[src/sv/qppsn_pkg.sv]
`timescale 1ns / 1ps
// ----------------------------------------------------------------------------
// qppsn_pkg
// Shared types and constants of the queue pair psn state table.
// ----------------------------------------------------------------------------
package qppsn_pkg;

  localparam int unsigned CMD_BITS    = 3;
  localparam int unsigned QP_IN_BITS  = 9;
  localparam int unsigned QP_IN_MAX   = (2 ** QP_IN_BITS) - 1;
  localparam int unsigned RETRY_BITS  = 4;
  localparam int unsigned PORT_BITS   = 2;

  localparam logic [RETRY_BITS-1:0] SETUP_RETRY = 4'hF;

  typedef enum logic [CMD_BITS-1:0] {
    CMD_RX_ACK_WR  = 3'd0,
    CMD_RX_EPSN_WR = 3'd1,
    CMD_RX_ACK_RD  = 3'd2,
    CMD_RX_EPSN_RD = 3'd3,
    CMD_TX_WR      = 3'd4,
    CMD_TX_RD      = 3'd5,
    CMD_SETUP      = 3'd6,
    CMD_ENTRY_RD   = 3'd7
  } cmd_e;

  typedef enum logic [PORT_BITS-1:0] {
    PORT_RX = 2'd0,
    PORT_TX = 2'd1,
    PORT_IF = 2'd2
  } port_e;

  typedef enum logic [1:0] {
    RD_NONE,
    RD_RX_ACK,
    RD_RX_EPSN,
    RD_ENTRY
  } rd_kind_e;

  // per-field write enables of one table entry
  typedef struct packed {
    logic epsn;
    logic old_out;
    logic next;
    logic unack;
    logic valid;
    logic retry;
  } wr_en_t;

  typedef struct packed {
    wr_en_t   we;
    rd_kind_e rd;
    port_e    port;
  } op_ctrl_t;

endpackage

[src/sv/qppsn_front.sv]
`timescale 1ns / 1ps
// ----------------------------------------------------------------------------
// qppsn_front
// Classifies a request: reduces the queue pair index and decodes the
// command into write enables, write data and the kind of read.
// ----------------------------------------------------------------------------
module qppsn_front #(
  parameter int unsigned QP_COUNT = 512,
  parameter int unsigned PSN_BITS = 24,
  parameter int unsigned QP_BITS  = 9
) (
  input  qppsn_pkg::cmd_e                  cmd_i,
  input  logic [qppsn_pkg::QP_IN_BITS-1:0] qp_i,
  input  logic [PSN_BITS-1:0]              psn_i,
  input  logic [PSN_BITS-1:0]              rpsn_i,
  input  logic [qppsn_pkg::RETRY_BITS-1:0] retry_i,
  output qppsn_pkg::op_ctrl_t              ctrl_o,
  output logic [QP_BITS-1:0]               idx_o,
  output logic [PSN_BITS-1:0]              loc_psn_o,
  output logic [PSN_BITS-1:0]              req_psn_o,
  output logic [qppsn_pkg::RETRY_BITS-1:0] retry_o
);

  logic [qppsn_pkg::QP_IN_BITS-1:0] rem;

  // index modulo QP_COUNT by shifted compare and subtract
  always_comb begin
    rem = qp_i;
    for (int k = 7; k >= 0; k--) begin
      if ((QP_COUNT << k) <= qppsn_pkg::QP_IN_MAX) begin
        if (rem >= qppsn_pkg::QP_IN_BITS'(QP_COUNT << k)) begin
          rem = rem - qppsn_pkg::QP_IN_BITS'(QP_COUNT << k);
        end
      end
    end
  end

  assign idx_o     = QP_BITS'(rem);
  assign loc_psn_o = psn_i;

  always_comb begin
    ctrl_o    = '0;
    req_psn_o = psn_i;
    retry_o   = retry_i;
    unique case (cmd_i)
      qppsn_pkg::CMD_RX_ACK_WR: begin
        ctrl_o.we.unack = 1'b1;
      end
      qppsn_pkg::CMD_RX_EPSN_WR: begin
        ctrl_o.we.epsn  = 1'b1;
        ctrl_o.we.retry = 1'b1;
      end
      qppsn_pkg::CMD_RX_ACK_RD: begin
        ctrl_o.rd   = qppsn_pkg::RD_RX_ACK;
        ctrl_o.port = qppsn_pkg::PORT_RX;
      end
      qppsn_pkg::CMD_RX_EPSN_RD: begin
        ctrl_o.rd   = qppsn_pkg::RD_RX_EPSN;
        ctrl_o.port = qppsn_pkg::PORT_RX;
      end
      qppsn_pkg::CMD_TX_WR: begin
        ctrl_o.we.next = 1'b1;
      end
      qppsn_pkg::CMD_TX_RD: begin
        ctrl_o.rd   = qppsn_pkg::RD_ENTRY;
        ctrl_o.port = qppsn_pkg::PORT_TX;
      end
      qppsn_pkg::CMD_SETUP: begin
        ctrl_o.we.epsn    = 1'b1;
        ctrl_o.we.old_out = 1'b1;
        ctrl_o.we.next    = 1'b1;
        ctrl_o.we.unack   = 1'b1;
        ctrl_o.we.valid   = 1'b1;
        ctrl_o.we.retry   = 1'b1;
        req_psn_o         = rpsn_i;
        retry_o           = qppsn_pkg::SETUP_RETRY;
      end
      qppsn_pkg::CMD_ENTRY_RD: begin
        ctrl_o.rd   = qppsn_pkg::RD_ENTRY;
        ctrl_o.port = qppsn_pkg::PORT_IF;
      end
      default: begin
        ctrl_o = '0;
      end
    endcase
  end

endmodule

[config.mk]
export PLATFORM = sky130hd
export DESIGN_NAME = qppsn_front
export DESIGN_NICKNAME = d
export VERILOG_FILES = /design/src/sv/qppsn_pkg.sv /design/src/sv/qppsn_front.sv
export SDC_FILE = /design/constraint.sdc
export NUM_CORES = 1
export LEC_CHECK = 0
export BUFFER_PORTS_ARGS = -buffer_cell sky130_fd_sc_hd__buf_2
export CAP_MARGIN = 0
export CELL_PAD_IN_SITES_DETAIL_PLACEMENT = 1
export CELL_PAD_IN_SITES_GLOBAL_PLACEMENT = 1
export CORE_AREA = 2 2 69 71
export DETAILED_ROUTE_END_ITERATION = 10
export DIE_AREA = 0 0 71 73
export GPL_TIMING_DRIVEN = 1
export PLACE_DENSITY_LB_ADDON = 0.1
export SYNTH_ARGS = -nofsm -noshare
export SYNTH_HDL_FRONTEND = slang
export SYNTH_SLANG_ARGS = --single-unit
[constraint.sdc]
create_clock -name vclk -period 2.06
set_clock_uncertainty 0.05 [all_clocks]
set_input_delay 0.103 -clock vclk [all_inputs]
set_output_delay 0.103 -clock vclk [all_outputs]
set_load 0.01 [all_outputs]
==> run metrics <==
share of cells above drive strength 1 about 90%; sum of negative setup slack 0 ps; Simple-Gate Fraction of Synth Area about a tenth; multiplexer share of the synthesized area 46.5%; Mapped Cells 80; DRT antenna net count 0; clock power share 0%; core area 4540 um^2; Worst slew margin between 60% and 70%; Flop pwr share 0%; Post-Syn Area per Cell 9.68 um^2; Worst Setup End Kind output pin; dpl ws between 500 and 600 ps; ANT cells 0; fin crit period between 1500 and 2000 ps; RSZ-0062 raised after global routing no; # setup viols final 0; Reg area 0 um^2; first-pass GRT wire length around 3.6 mm; clock buffer count 0; WL per Instance approximately 12 um; Max Slew Vio Count 0; vias slightly above 800; CP Data Required Time around 1900 ps; Peak Freq 664 MHz; post-CTS setup repair buffer count 0; RePlAce Congestion about 0.71; sequential share of the synthesized area 0%; Initial Util roughly 17%; Die Area 5180 um^2; largest net degree at the start of global routing 31; area of the mapped netlist slightly below 800 um^2; DP Cell Count around 210; initial antenna violation count 0; period utilisation layout between 70 and 80%; Ys Warns 0; vias in the first global route approximately 760; Cell Rows 25; drt drc 0; worst slew pin tran about 530 ps; Final nets 224; post-layout instance count excluding filler cells around 210; Core Util, Final approximately 25%; Post-synth top cells buf_4 (35), mux2_4 (24), nand2b_1 (5), buf_6 (3); # fillers roughly 580; leakage power 0.760 nW; Combinational Power Share 100.0%; CTS resizes 0; Worst EP arrival around 1400 ps; total grt overflow 0; Distinct cells, synth 15; Synth Net Count 144; Synth Area in Compound Gates between 2 and 2.5%; max-cap violations 0; share of the synthesized area in the top cell type ~47%; post-route cell area roughly 1100 um^2; sw frac ~44%; Die Ht 73 um; Adder-Cell Fraction of Synth Area 0%; # hold bufs at CTS 0; DP Area 1130 um^2; TritonRoute pass-1 iters 4; DRT iter0 DRCs 5; Pint 0.000143 W; vias per cell 3.80; top post-synthesis cells by area mux2_4 (47%), buf_4 (34%), buf_6 (4.4%); setup ws final about 550 ps; Post-DP HPWL between 2 and 2.5 mm; PortBufs about 120; Setup Crit Path Kind input pin to output pin; Top-Level Pins around 140; Pwr per Cell Area between 200 and 250 nW/um^2; Final Routed Wirelength 2.55 mm; status finished clean; largest family of logic cells by synthesized area multiplexers; final hold vios 0; peak supply drop 0.0745 mV; NetSw about 0.00011 W; area share of xor/xnor cells in the synthesized design approximately 1.1%; Total GRT Usage under 10%; post-synth top area cell mux2_4; type of the most critical hold path input pin to output pin; count leader, synth buf_4; CP max FO 30; Area growth syn-to-layout 45.4%; crit start category input pin; area of the multi-input gates 469 um^2; num sequential 0; die width around 71 um
==> power groups by stage <==
| stage | Combinational (W) | Sequential [W] | Clock, W |
|---|---|---|---|
| 5_1_grt | 0.000279 | 0 | 0 |
| 6_report | 0.000258 | 0 | 0 |
| 2_1_floorplan | 0.000184 | 0 | 0 |
| 3_5_place_dp | 0.000263 | 0 | 0 |
| 4_1_cts | 0.000263 | 0 | 0 |
| 3_3_place_gp | 0.000258 | 0 | 0 |
==> per-stage QoR <==
| step | power (W) | hold WS (ps) |
|---|---|---|
| floorplan | 0.000184 | 202 |
| detailed placement | 0.000263 | 156 |
| global placement | 0.000258 | 156 |
| finish | 0.000258 | 156 |
| global route | 0.000279 | 156 |
| CTS | 0.000263 | 156 |
==> cell usage in the layout, fill, tap and decap left out <==
cell type  netlist  layout
or2b_1           1       1
nand2_1          1       1
xor2_1           1       1
nand3b_4         1       1
buf_2            0     117
nor2b_1          1       1
mux2_4          24      24
inv_1            1       1
nor2_1           2       2
o21ai_0          2       2
and3_1           1       1
o21a_1           1       1
nand2b_1         5       5
==> kinds of logic (layout without fill, tap and decap cells) <==
logic type | count (synthesis) | in the layout
compound gates | 3 | 3
xor+xnor | 1 | 1
buf+inv | 40 | 118
mux | 24 | 24
simple gates | 12 | 12
==> area by class of cell <==
| cell class | count | share of cell area (%) |
|---|---|---|
| multi-input cells | 40 | 41.7 |
| well taps | 54 | 6.00 |
| inverters | 1 | 0.333 |
| repair buffers | 117 | 52.0 |
==> layer usage <==
metal | global-route usage (%) | vias up | routed length (um)
li1 | - | 386 | -
met2 | 19.2 | 56 | 1540
met5 | 0 | - | 0
met4 | 0.419 | 0 | 10
met3 | 0.691 | 2 | 255
met1 | 7.74 | 361 | 742
==> worst max-delay path: stages <==
cell,delay (ps)
buf_2,140
nand3b_4,500
mux2_4,450
buf_2,140
==> final timing paths <==
| check | startpoint | end | slack, ps | depth (start not counted) |
|---|---|---|---|---|
| setup / recovery | cmd_i[0] | req_psn_o[2] | 550 | 4 |
| hold / removal | qp_i[1] | idx_o[1] | 160 | 0 |
Note: power is estimated with default switching activity, not from simulation.
