[src/sv/qppsn_fifo.sv]
`timescale 1ns / 1ps
// ----------------------------------------------------------------------------
// qppsn_fifo
// Two-entry queue between the request decoder and the table back end.
// ----------------------------------------------------------------------------
module qppsn_fifo #(
  parameter int unsigned DATA_W = 8
) (
  input  logic              clk_i,
  input  logic              rst_ni,
  input  logic              push_valid_i,
  output logic              push_ready_o,
  input  logic [DATA_W-1:0] push_data_i,
  output logic              pop_valid_o,
  input  logic              pop_ready_i,
  output logic [DATA_W-1:0] pop_data_o
);

  localparam int unsigned DEPTH = 2;
  localparam int unsigned PTR_W = $clog2(DEPTH);
  localparam int unsigned CNT_W = $clog2(DEPTH + 1);

  logic [DATA_W-1:0] mem_q [DEPTH];
  logic [PTR_W-1:0]  wr_ptr_q, wr_ptr_d;
  logic [PTR_W-1:0]  rd_ptr_q, rd_ptr_d;
  logic [CNT_W-1:0]  count_q, count_d;
  logic              push, pop;

  assign push_ready_o = count_q != CNT_W'(DEPTH);
  assign pop_valid_o  = count_q != '0;
  assign pop_data_o   = mem_q[rd_ptr_q];
  assign push         = push_valid_i && push_ready_o;
  assign pop          = pop_valid_o && pop_ready_i;

  always_comb begin
    wr_ptr_d = push ? wr_ptr_q + PTR_W'(1) : wr_ptr_q;
    rd_ptr_d = pop ? rd_ptr_q + PTR_W'(1) : rd_ptr_q;
    count_d  = count_q + CNT_W'(push) - CNT_W'(pop);
  end

  always_ff @(posedge clk_i or negedge rst_ni) begin
    if (!rst_ni) begin
      wr_ptr_q <= '0;
      rd_ptr_q <= '0;
      count_q  <= '0;
    end else begin
      wr_ptr_q <= wr_ptr_d;
      rd_ptr_q <= rd_ptr_d;
      count_q  <= count_d;
    end
  end

  always_ff @(posedge clk_i) begin
    if (push) begin
      mem_q[wr_ptr_q] <= push_data_i;
    end
  end

endmodule

[config.mk]
export PLATFORM = sky130hd
export DESIGN_NAME = qppsn_fifo
export DESIGN_NICKNAME = d
export VERILOG_FILES = /design/src/sv/qppsn_fifo.sv
export SDC_FILE = /design/constraint.sdc
export NUM_CORES = 1
export LEC_CHECK = 0
export BUFFER_PORTS_ARGS = -buffer_cell sky130_fd_sc_hd__buf_2
export CELL_PAD_IN_SITES_DETAIL_PLACEMENT = 0
export CELL_PAD_IN_SITES_GLOBAL_PLACEMENT = 1
export CORE_MARGIN = 1.5
export CORE_UTILIZATION = 39
export CTS_BUF_LIST = sky130_fd_sc_hd__clkbuf_2
export DETAILED_ROUTE_END_ITERATION = 8
export PLACE_DENSITY_LB_ADDON = 0.1
export SLEW_MARGIN = 10
export SYNTH_ARGS = -nofsm -noshare
export SYNTH_HDL_FRONTEND = slang
export SYNTH_SLANG_ARGS = --single-unit
[constraint.sdc]
create_clock -name clk_i -period 1.2 [get_ports clk_i]
set_input_delay 0 -clock clk_i [delete_from_list [all_inputs] [get_ports clk_i]]
set_output_delay 0 -clock clk_i [all_outputs]
set_load 0.05 [all_outputs]
==> qor.yml, run 1 <==
status:
  status: "complete, but fails checks"
  violations: "setup timing"
floorplan:
  fp.dieW_microns: 48.6
  fp.coreArea_sq_um: 1960
  die_h_microns: 48.6
  dieArea_sq_um: 2360
  rows: 16
  pin_count: 22
  start_util_pct: 41.3
sta:
  post-route-period-util_pct: 111
  rsz0062_at_grt: "true"
  hold_viol_final: 0
  finalSetupViolCount: 13
  max_freq_mhz: 753
  worst_pin_slew_ns: 0.321
  relSlewSlack_pct: 78.6
  slew_viol_final: 0
  fin_skew_ns: 0.0161
  layout_min_cycle_time_ns: 1.33
  setup_slack_ns: -0.129
route:
  ant_nets: 0
  wire_per_inst_microns: 12.5
  wirelength_microns: 1480
  num_vias: 547
  drt_iter0_drc: 4
  wl_met2_microns: 800
  viasPerCell: 4.64
  drt-met1-wl_microns: 633
  drc: 0
  dr.pass1.iters: 4
  top_layer_used: "met3"
  dr_wl_met3_microns: 44
cells_and_area:
  diodes: 0
  layout-drive-gt1-share_pct: 61.5
  fin_cells: 118
  fin_util_pct: 66.4
  nNetsFinal: 105
  areaGrowthSynthToFinish_pct: 60.9
grt:
  antenna_found_initial: 0
  grt_max_degree: 12
  grt_use_total_pct: 13.8
  grt_overflow: 0
  grt_pass1_vias: 591
  grt_pass1_wl_microns: 2460
yosys:
  syn_nets: 60
  synth_most_common_cell: "edfxtp_1"
  synth_top_family_by_area: "multiplexers"
  ys_types: 17
  yosys.area.top_type: "edfxtp_1"
  ys_seq_area_share_pct: 71.7
  synthTopCellsByArea: "edfxtp_1, dfrtp_1, mux2_2"
  synth_compound_area_share_pct: 3.71
  synthTopCellsByCount: "edfxtp_1, mux2_2, dfrtp_1"
  synthMuxAreaShare_pct: 11.1
  syn-cell-area_sq_um: 810
  synth_flop_cell: "edfxtp_1"
  async_reset_ff_share_pct: 20.0
  avgSynthCellArea_sq_um: 17.2
  yosysWarnings: 0
  synth_edf_count: 16
  synthAdderAreaFrac_pct: 1.55
  synth_xor_area_share_pct: 3.25
  yosys.area.top_type_share_pct: 59.4
  synthCells: 47
  synthSimpleGateAreaFrac_pct: 8.04
  ys_seq_elements: 20
clocking:
  clk-insertion-delay-late_ns: 0.30
  cts_sinks: 20
  cts-htree-levels: 1
  clockBufferDepth: 2
  clkSlewWorstSetupHoldPaths_ns: 0.16
  clockRootBuffer: "clkbuf_2"
  tritoncts: "done"
  numCtsBuffers: 3
critical_path:
  slowest_delay_ns: 0.45
  crit_fanout: 5
  cp-start-kind: "register"
  worstSetupPathType: "reg -> out"
  crit_path_cell_trace: "buf_6 -> mux2_4 -> buf_8"
  slowest_stage: "dfrtp_2"
  worst-endpoint-arrival_ns: 1.33
  cp-end-kind: "output pin"
  critPathRequiredTime_ns: 1.20
pwr:
  ir_worst_vdd_v: 0.00168
  p_leak_nw: 0.537
  pwr_density_cell_nw_per_um2: 2620
flow_run:
  cap_violations: 0
placed_design:
  place_inst: 96
  port-buffer-count: 21
  place_congestion: 0.819
  dp_hpwl_microns: 862
hold_path:
  min_path_type: "in -> async"
[cells in the final DEF (no fill, tap or decap), types with 3 or more instances in the layout]
cell           instances
clkbuf_2               4
buf_2                 11
dlygate4sd3_1         10
buf_8                  3
buf_4                  5
mux2_2                 6
buf_6                 12
edfxtp_1              16
[path summary, 6_finish.rpt]
path / startpoint / to / slack, ns / depth (start not counted)
worst max-delay path: rd_ptr_q / pop_data_o[7] / -0.13 / 3
worst min-delay path: rst_ni / rd_ptr_q / 0.02 / 2
worst max register to register: count_q[1] / count_q[1] / -0.09 / 5
worst min register to register: wr_ptr_q / wr_ptr_q / 0.56 / 1
max in group asynchronous: rst_ni / count_q[1] / 1.05 / 2
min in group clk_i: push_valid_i / wr_ptr_q / 0.14 / 4
[registers in the layout, indices dropped and copies added, names as in the netlist]
name and cells:
count_q 2, wr_ptr_q 1, mem_q 16, rd_ptr_q 1
[timing repair]
action                                  4_1_cts  5_1_grt
hold buffers                                 10        0
pin swaps                                     7        0
gates resized for setup                      32        7
endpoints found under the setup margin       13       28
setup buffers                                 8        0
hold endpoints to repair                     21        0
[area by class of cell]
cell class | count | area (sq um)
clock buffer | 4 | 20.0
fill | 164 | 659
multi-input combinational | 26 | 293
sequential | 20 | 583
tap | 27 | 33.8
timing repair buffer | 41 | 373
[through the flow]
stage	power, mW	cell area (sq um)	hold slack, ns	worst slack [ns]	setup TNS (ns)
floorplan	2.20	843	-0.296	-0.0606	-0.768
global placement	2.49	992	-0.184	-0.0430	-0.0798
detailed placement	2.49	992	-0.183	-0.0490	-0.0878
CTS	3.31	1270	0.00169	-0.138	-1.38
global route	3.57	1300	0.00622	-0.188	-2.69
finish	3.42	1300	0.0181	-0.129	-1.16
[worst max-delay path, delay by kind of cell, from the launching register on]
kind / cells / cell delay (ns)
buffers and inverters: 2 / 0.29
flip-flops: 1 / 0.45
multiplexers: 1 / 0.30
[cell families (layout without fill, tap and decap cells)]
kind of cell    Yosys count  in the layout
compound gates            3              3
xor+xnor                  3              3
fa+ha+maj                 1              1
buf+inv                   1             45
flops                    20             20
mux                       8              8
simple gates             11             11
[per-layer routing]
layer / up-vias / GRT usage [%]
met4: 0 / 5.71
met1: 270 / 15.9
met5: - / 0
met2: 12 / 25.0
li1: 265 / -
met3: 0 / 2.78
[report_power, final]
part / switching [mW] / internal, mW / leakage [nW]
Combinational: 1.04 / 1.01 / 0.327
Clock: 0.189 / 0.0883 / 0.0166
Sequential: 0.113 / 0.973 / 0.194
Note: power is estimated with default switching activity, not from simulation.
==> run 2, diff against run 1 <==
- CORE_ASPECT_RATIO: not set -> 0.9
==> run 2 against run 1 <==
- the flow still finishes with violations (setup timing)
- global-route usage grew 0.96 points
- hold slack gained 0.15 ns
- non-clock buffer count grew 1
- routed wire length shrank 3.7%
- critical path depth is the same
- cell area shrank 1.3%
- power shrank 3.1%
- sequential share of layout area grew 0.61 points
- sequential power is essentially flat
- fmax shrank 0.40%
- count of clock-buffer cells in the layout shrank 1
- clock skew shrank 0.014 ns
- critical endpoint is now pop_data_o[4]
- highest routed layer unchanged
==> qor.yml, run 2 (synthesized netlist as in run 1, its figures left out) <==
status:
  status: "complete, but fails checks"
  violations: "setup timing"
pwr:
  power_frac_seq_pct: 32.5  # +0.7 points
  totalPowerFinal_mw: 3.31  # -3.1%
  pwr_density_cell_nw_per_um2: 2580  # -1.8%
  p_leak_nw: 0.521  # -2.9%
  p_comb_share_pct: 59.6  # -0.5 points
  internal_power_mw: 2.00  # -3.8%
  ir_worst_vdd_v: 0.00140  # -17%
  p_sw_share_pct: 39.7  # +0.43 points
  switching_power_mw: 1.32  # -2.0%
  p_clk_share_pct: 8.0  # about the same
grt:
  grt_max_degree: 12  # unchanged
  grt_overflow: 0  # unchanged
  grt_pass1_vias: 570  # -3.6%
  grt_pass1_wl_microns: 2420  # -1.4%
  grt_use_total_pct: 14.8  # +0.96 points
  antenna_found_initial: 0  # unchanged
route:
  num_vias: 532  # -2.7%
  ant_nets: 0  # unchanged
  viasPerCell: 4.55  # -1.9%
  drc: 0  # unchanged
  drt_iter0_drc: 8  # +4
  wirelength_microns: 1420  # -3.7%
  wire_per_inst_microns: 12.2  # -2.9%
  dr.pass1.iters: 3  # -1
placed_design:
  place_inst: 94  # -2.1%
  dp_slack_ns: -0.0401  # +0.00888 ns
  place_congestion: 0.813  # -0.73%
  port-buffer-count: 21  # unchanged
  dp_hpwl_microns: 843  # -2.3%
clocking:
  clk-insertion-delay-late_ns: 0.29  # about the same
  cts-htree-levels: 1  # unchanged
  clkSlewWorstSetupHoldPaths_ns: 0.18  # +0.02 ns
  numCtsBuffers: 3  # unchanged
  cts_sinks: 20  # unchanged
  tritoncts: "done"
  clockRootBuffer: "clkbuf_2"
  clockBufferDepth: 2  # unchanged
sta:
  finalSetupViolCount: 27  # +14
  max_freq_mhz: 750  # -0.40%
  relSlewSlack_pct: 82.7  # +4.1 points
  slew_viol_final: 0  # unchanged
  setup_slack_ns: -0.134  # -0.00532 ns
  post-route-period-util_pct: 111  # +0.44 points
  hold_viol_final: 0  # unchanged
  layout_min_cycle_time_ns: 1.33  # +0.00533 ns
  rsz0062_at_grt: "true"
  fin_skew_ns: 0.00253  # -0.0135 ns
  worst_pin_slew_ns: 0.259  # -0.0619 ns
floorplan:
  pin_count: 22  # unchanged
  die_h_microns: 46.2  # -4.8%
  rows: 15  # -1
  fp.dieW_microns: 51.0  # +5.1%
  fp.coreArea_sq_um: 1930  # -1.5%
  start_util_pct: 41.9  # +0.61 points
  dieArea_sq_um: 2360  # about the same
cells_and_area:
  layout-drive-gt1-share_pct: 57.6  # -3.9 points
  fin_cells: 117  # -0.85%
  regMostFlops: "mem_q"
  diodes: 0  # unchanged
  areaGrowthSynthToFinish_pct: 58.7
  largest_reg_flops: 16  # unchanged
  reg.largest.list: "mem_q x16, count_q x2"
  fillers: 137  # -16%
  final_common_cell: "edfxtp_1"
  nNetsFinal: 106  # +0.95%
  layout_common_cells: "edfxtp_1, buf_6, dlygate4sd3_1, buf_2, mux2_2"
critical_path:
  worstSetupPathType: "reg -> out"
  worst-endpoint-arrival_ns: 1.33  # about the same
  cp-end-kind: "output pin"
  crit_fanout: 5  # unchanged
  cp-start-kind: "register"
  critPathRequiredTime_ns: 1.20  # about the same
hold_path:
  min_path_type: "in -> reg"
flow_run:
  cap_violations: 0  # unchanged
==> run 2: worst max-delay path, cell delays in order, from the launching register on <==
cell	delay, ns
dfrtp_2	0.42
buf_6	0.12
mux2_2	0.34
buf_6	0.15
==> run 2: cell type report <==
| class | count | area, sq um | share of cell area (%) |
|---|---|---|---|
| clock buffer | 3 | 15.0 | 1.17 |
| clock inverter | 1 | 3.75 | 0.292 |
| multi-input combinational | 26 | 273 | 21.2 |
| sequential | 20 | 583 | 45.4 |
| tap | 25 | 31.3 | 2.43 |
| timing repair buffer | 42 | 379 | 29.5 |
==> run 2: power groups by stage <==
stage | logic [mW] | registers (mW) | clock network [mW]
floorplan | 1.12 | 1.08 | 0
global placement | 1.34 | 1.14 | 0
detailed placement | 1.34 | 1.15 | 0
CTS | 1.93 | 1.06 | 0.271
global route | 2.08 | 1.10 | 0.300
finish | 1.97 | 1.07 | 0.264
==> run 2: final timing paths <==
kind,start,to,slack [ns],depth (start not counted)
max,rd_ptr_q,pop_data_o[4],-0.13,3
min,push_valid_i,count_q[1],0.17,3
max reg2reg,count_q[1],mem_q[0][2],-0.06,4
min reg2reg,wr_ptr_q,wr_ptr_q,0.56,1
max in group asynchronous,rst_ni,count_q[1],0.39,3
min in group asynchronous,rst_ni,count_q[0],0.62,3
==> run 2: stage by stage <==
step | hold slack (ns) | setup TNS [ns] | util [%] | area [sq um]
2_1_floorplan | -0.296 | -0.768 | - | 843
3_3_place_gp | -0.183 | -0.0977 | 51.2 | 990
3_5_place_dp | -0.182 | -0.113 | 51.2 | 990
4_1_cts | 0.112 | -1.83 | 65.3 | 1260
5_1_grt | 0.153 | -3.39 | 66.5 | 1280
6_report | 0.167 | -1.74 | 66.5 | 1280
==> run 2: routing by layer <==
layer / track usage [%] / part of all wire (%) / vias up
met5: 0 / 0 / -
met4: 6.49 / 0 / 0
met3: 2.92 / 3.4 / 0
met2: 27.5 / 52 / 12
met1: 16.7 / 45 / 256
li1: - / - / 264
==> run 2: what timing repair did <==
action | in CTS | in global routing
setup endpoints to repair | 19 | 28
hold buffers | 11 | 0
endpoints found under the hold margin | 21 | 0
buffers inserted | 7 | 1
pin swaps | 6 | 0
cloned | 0 | 0
resized for setup | 29 | 4
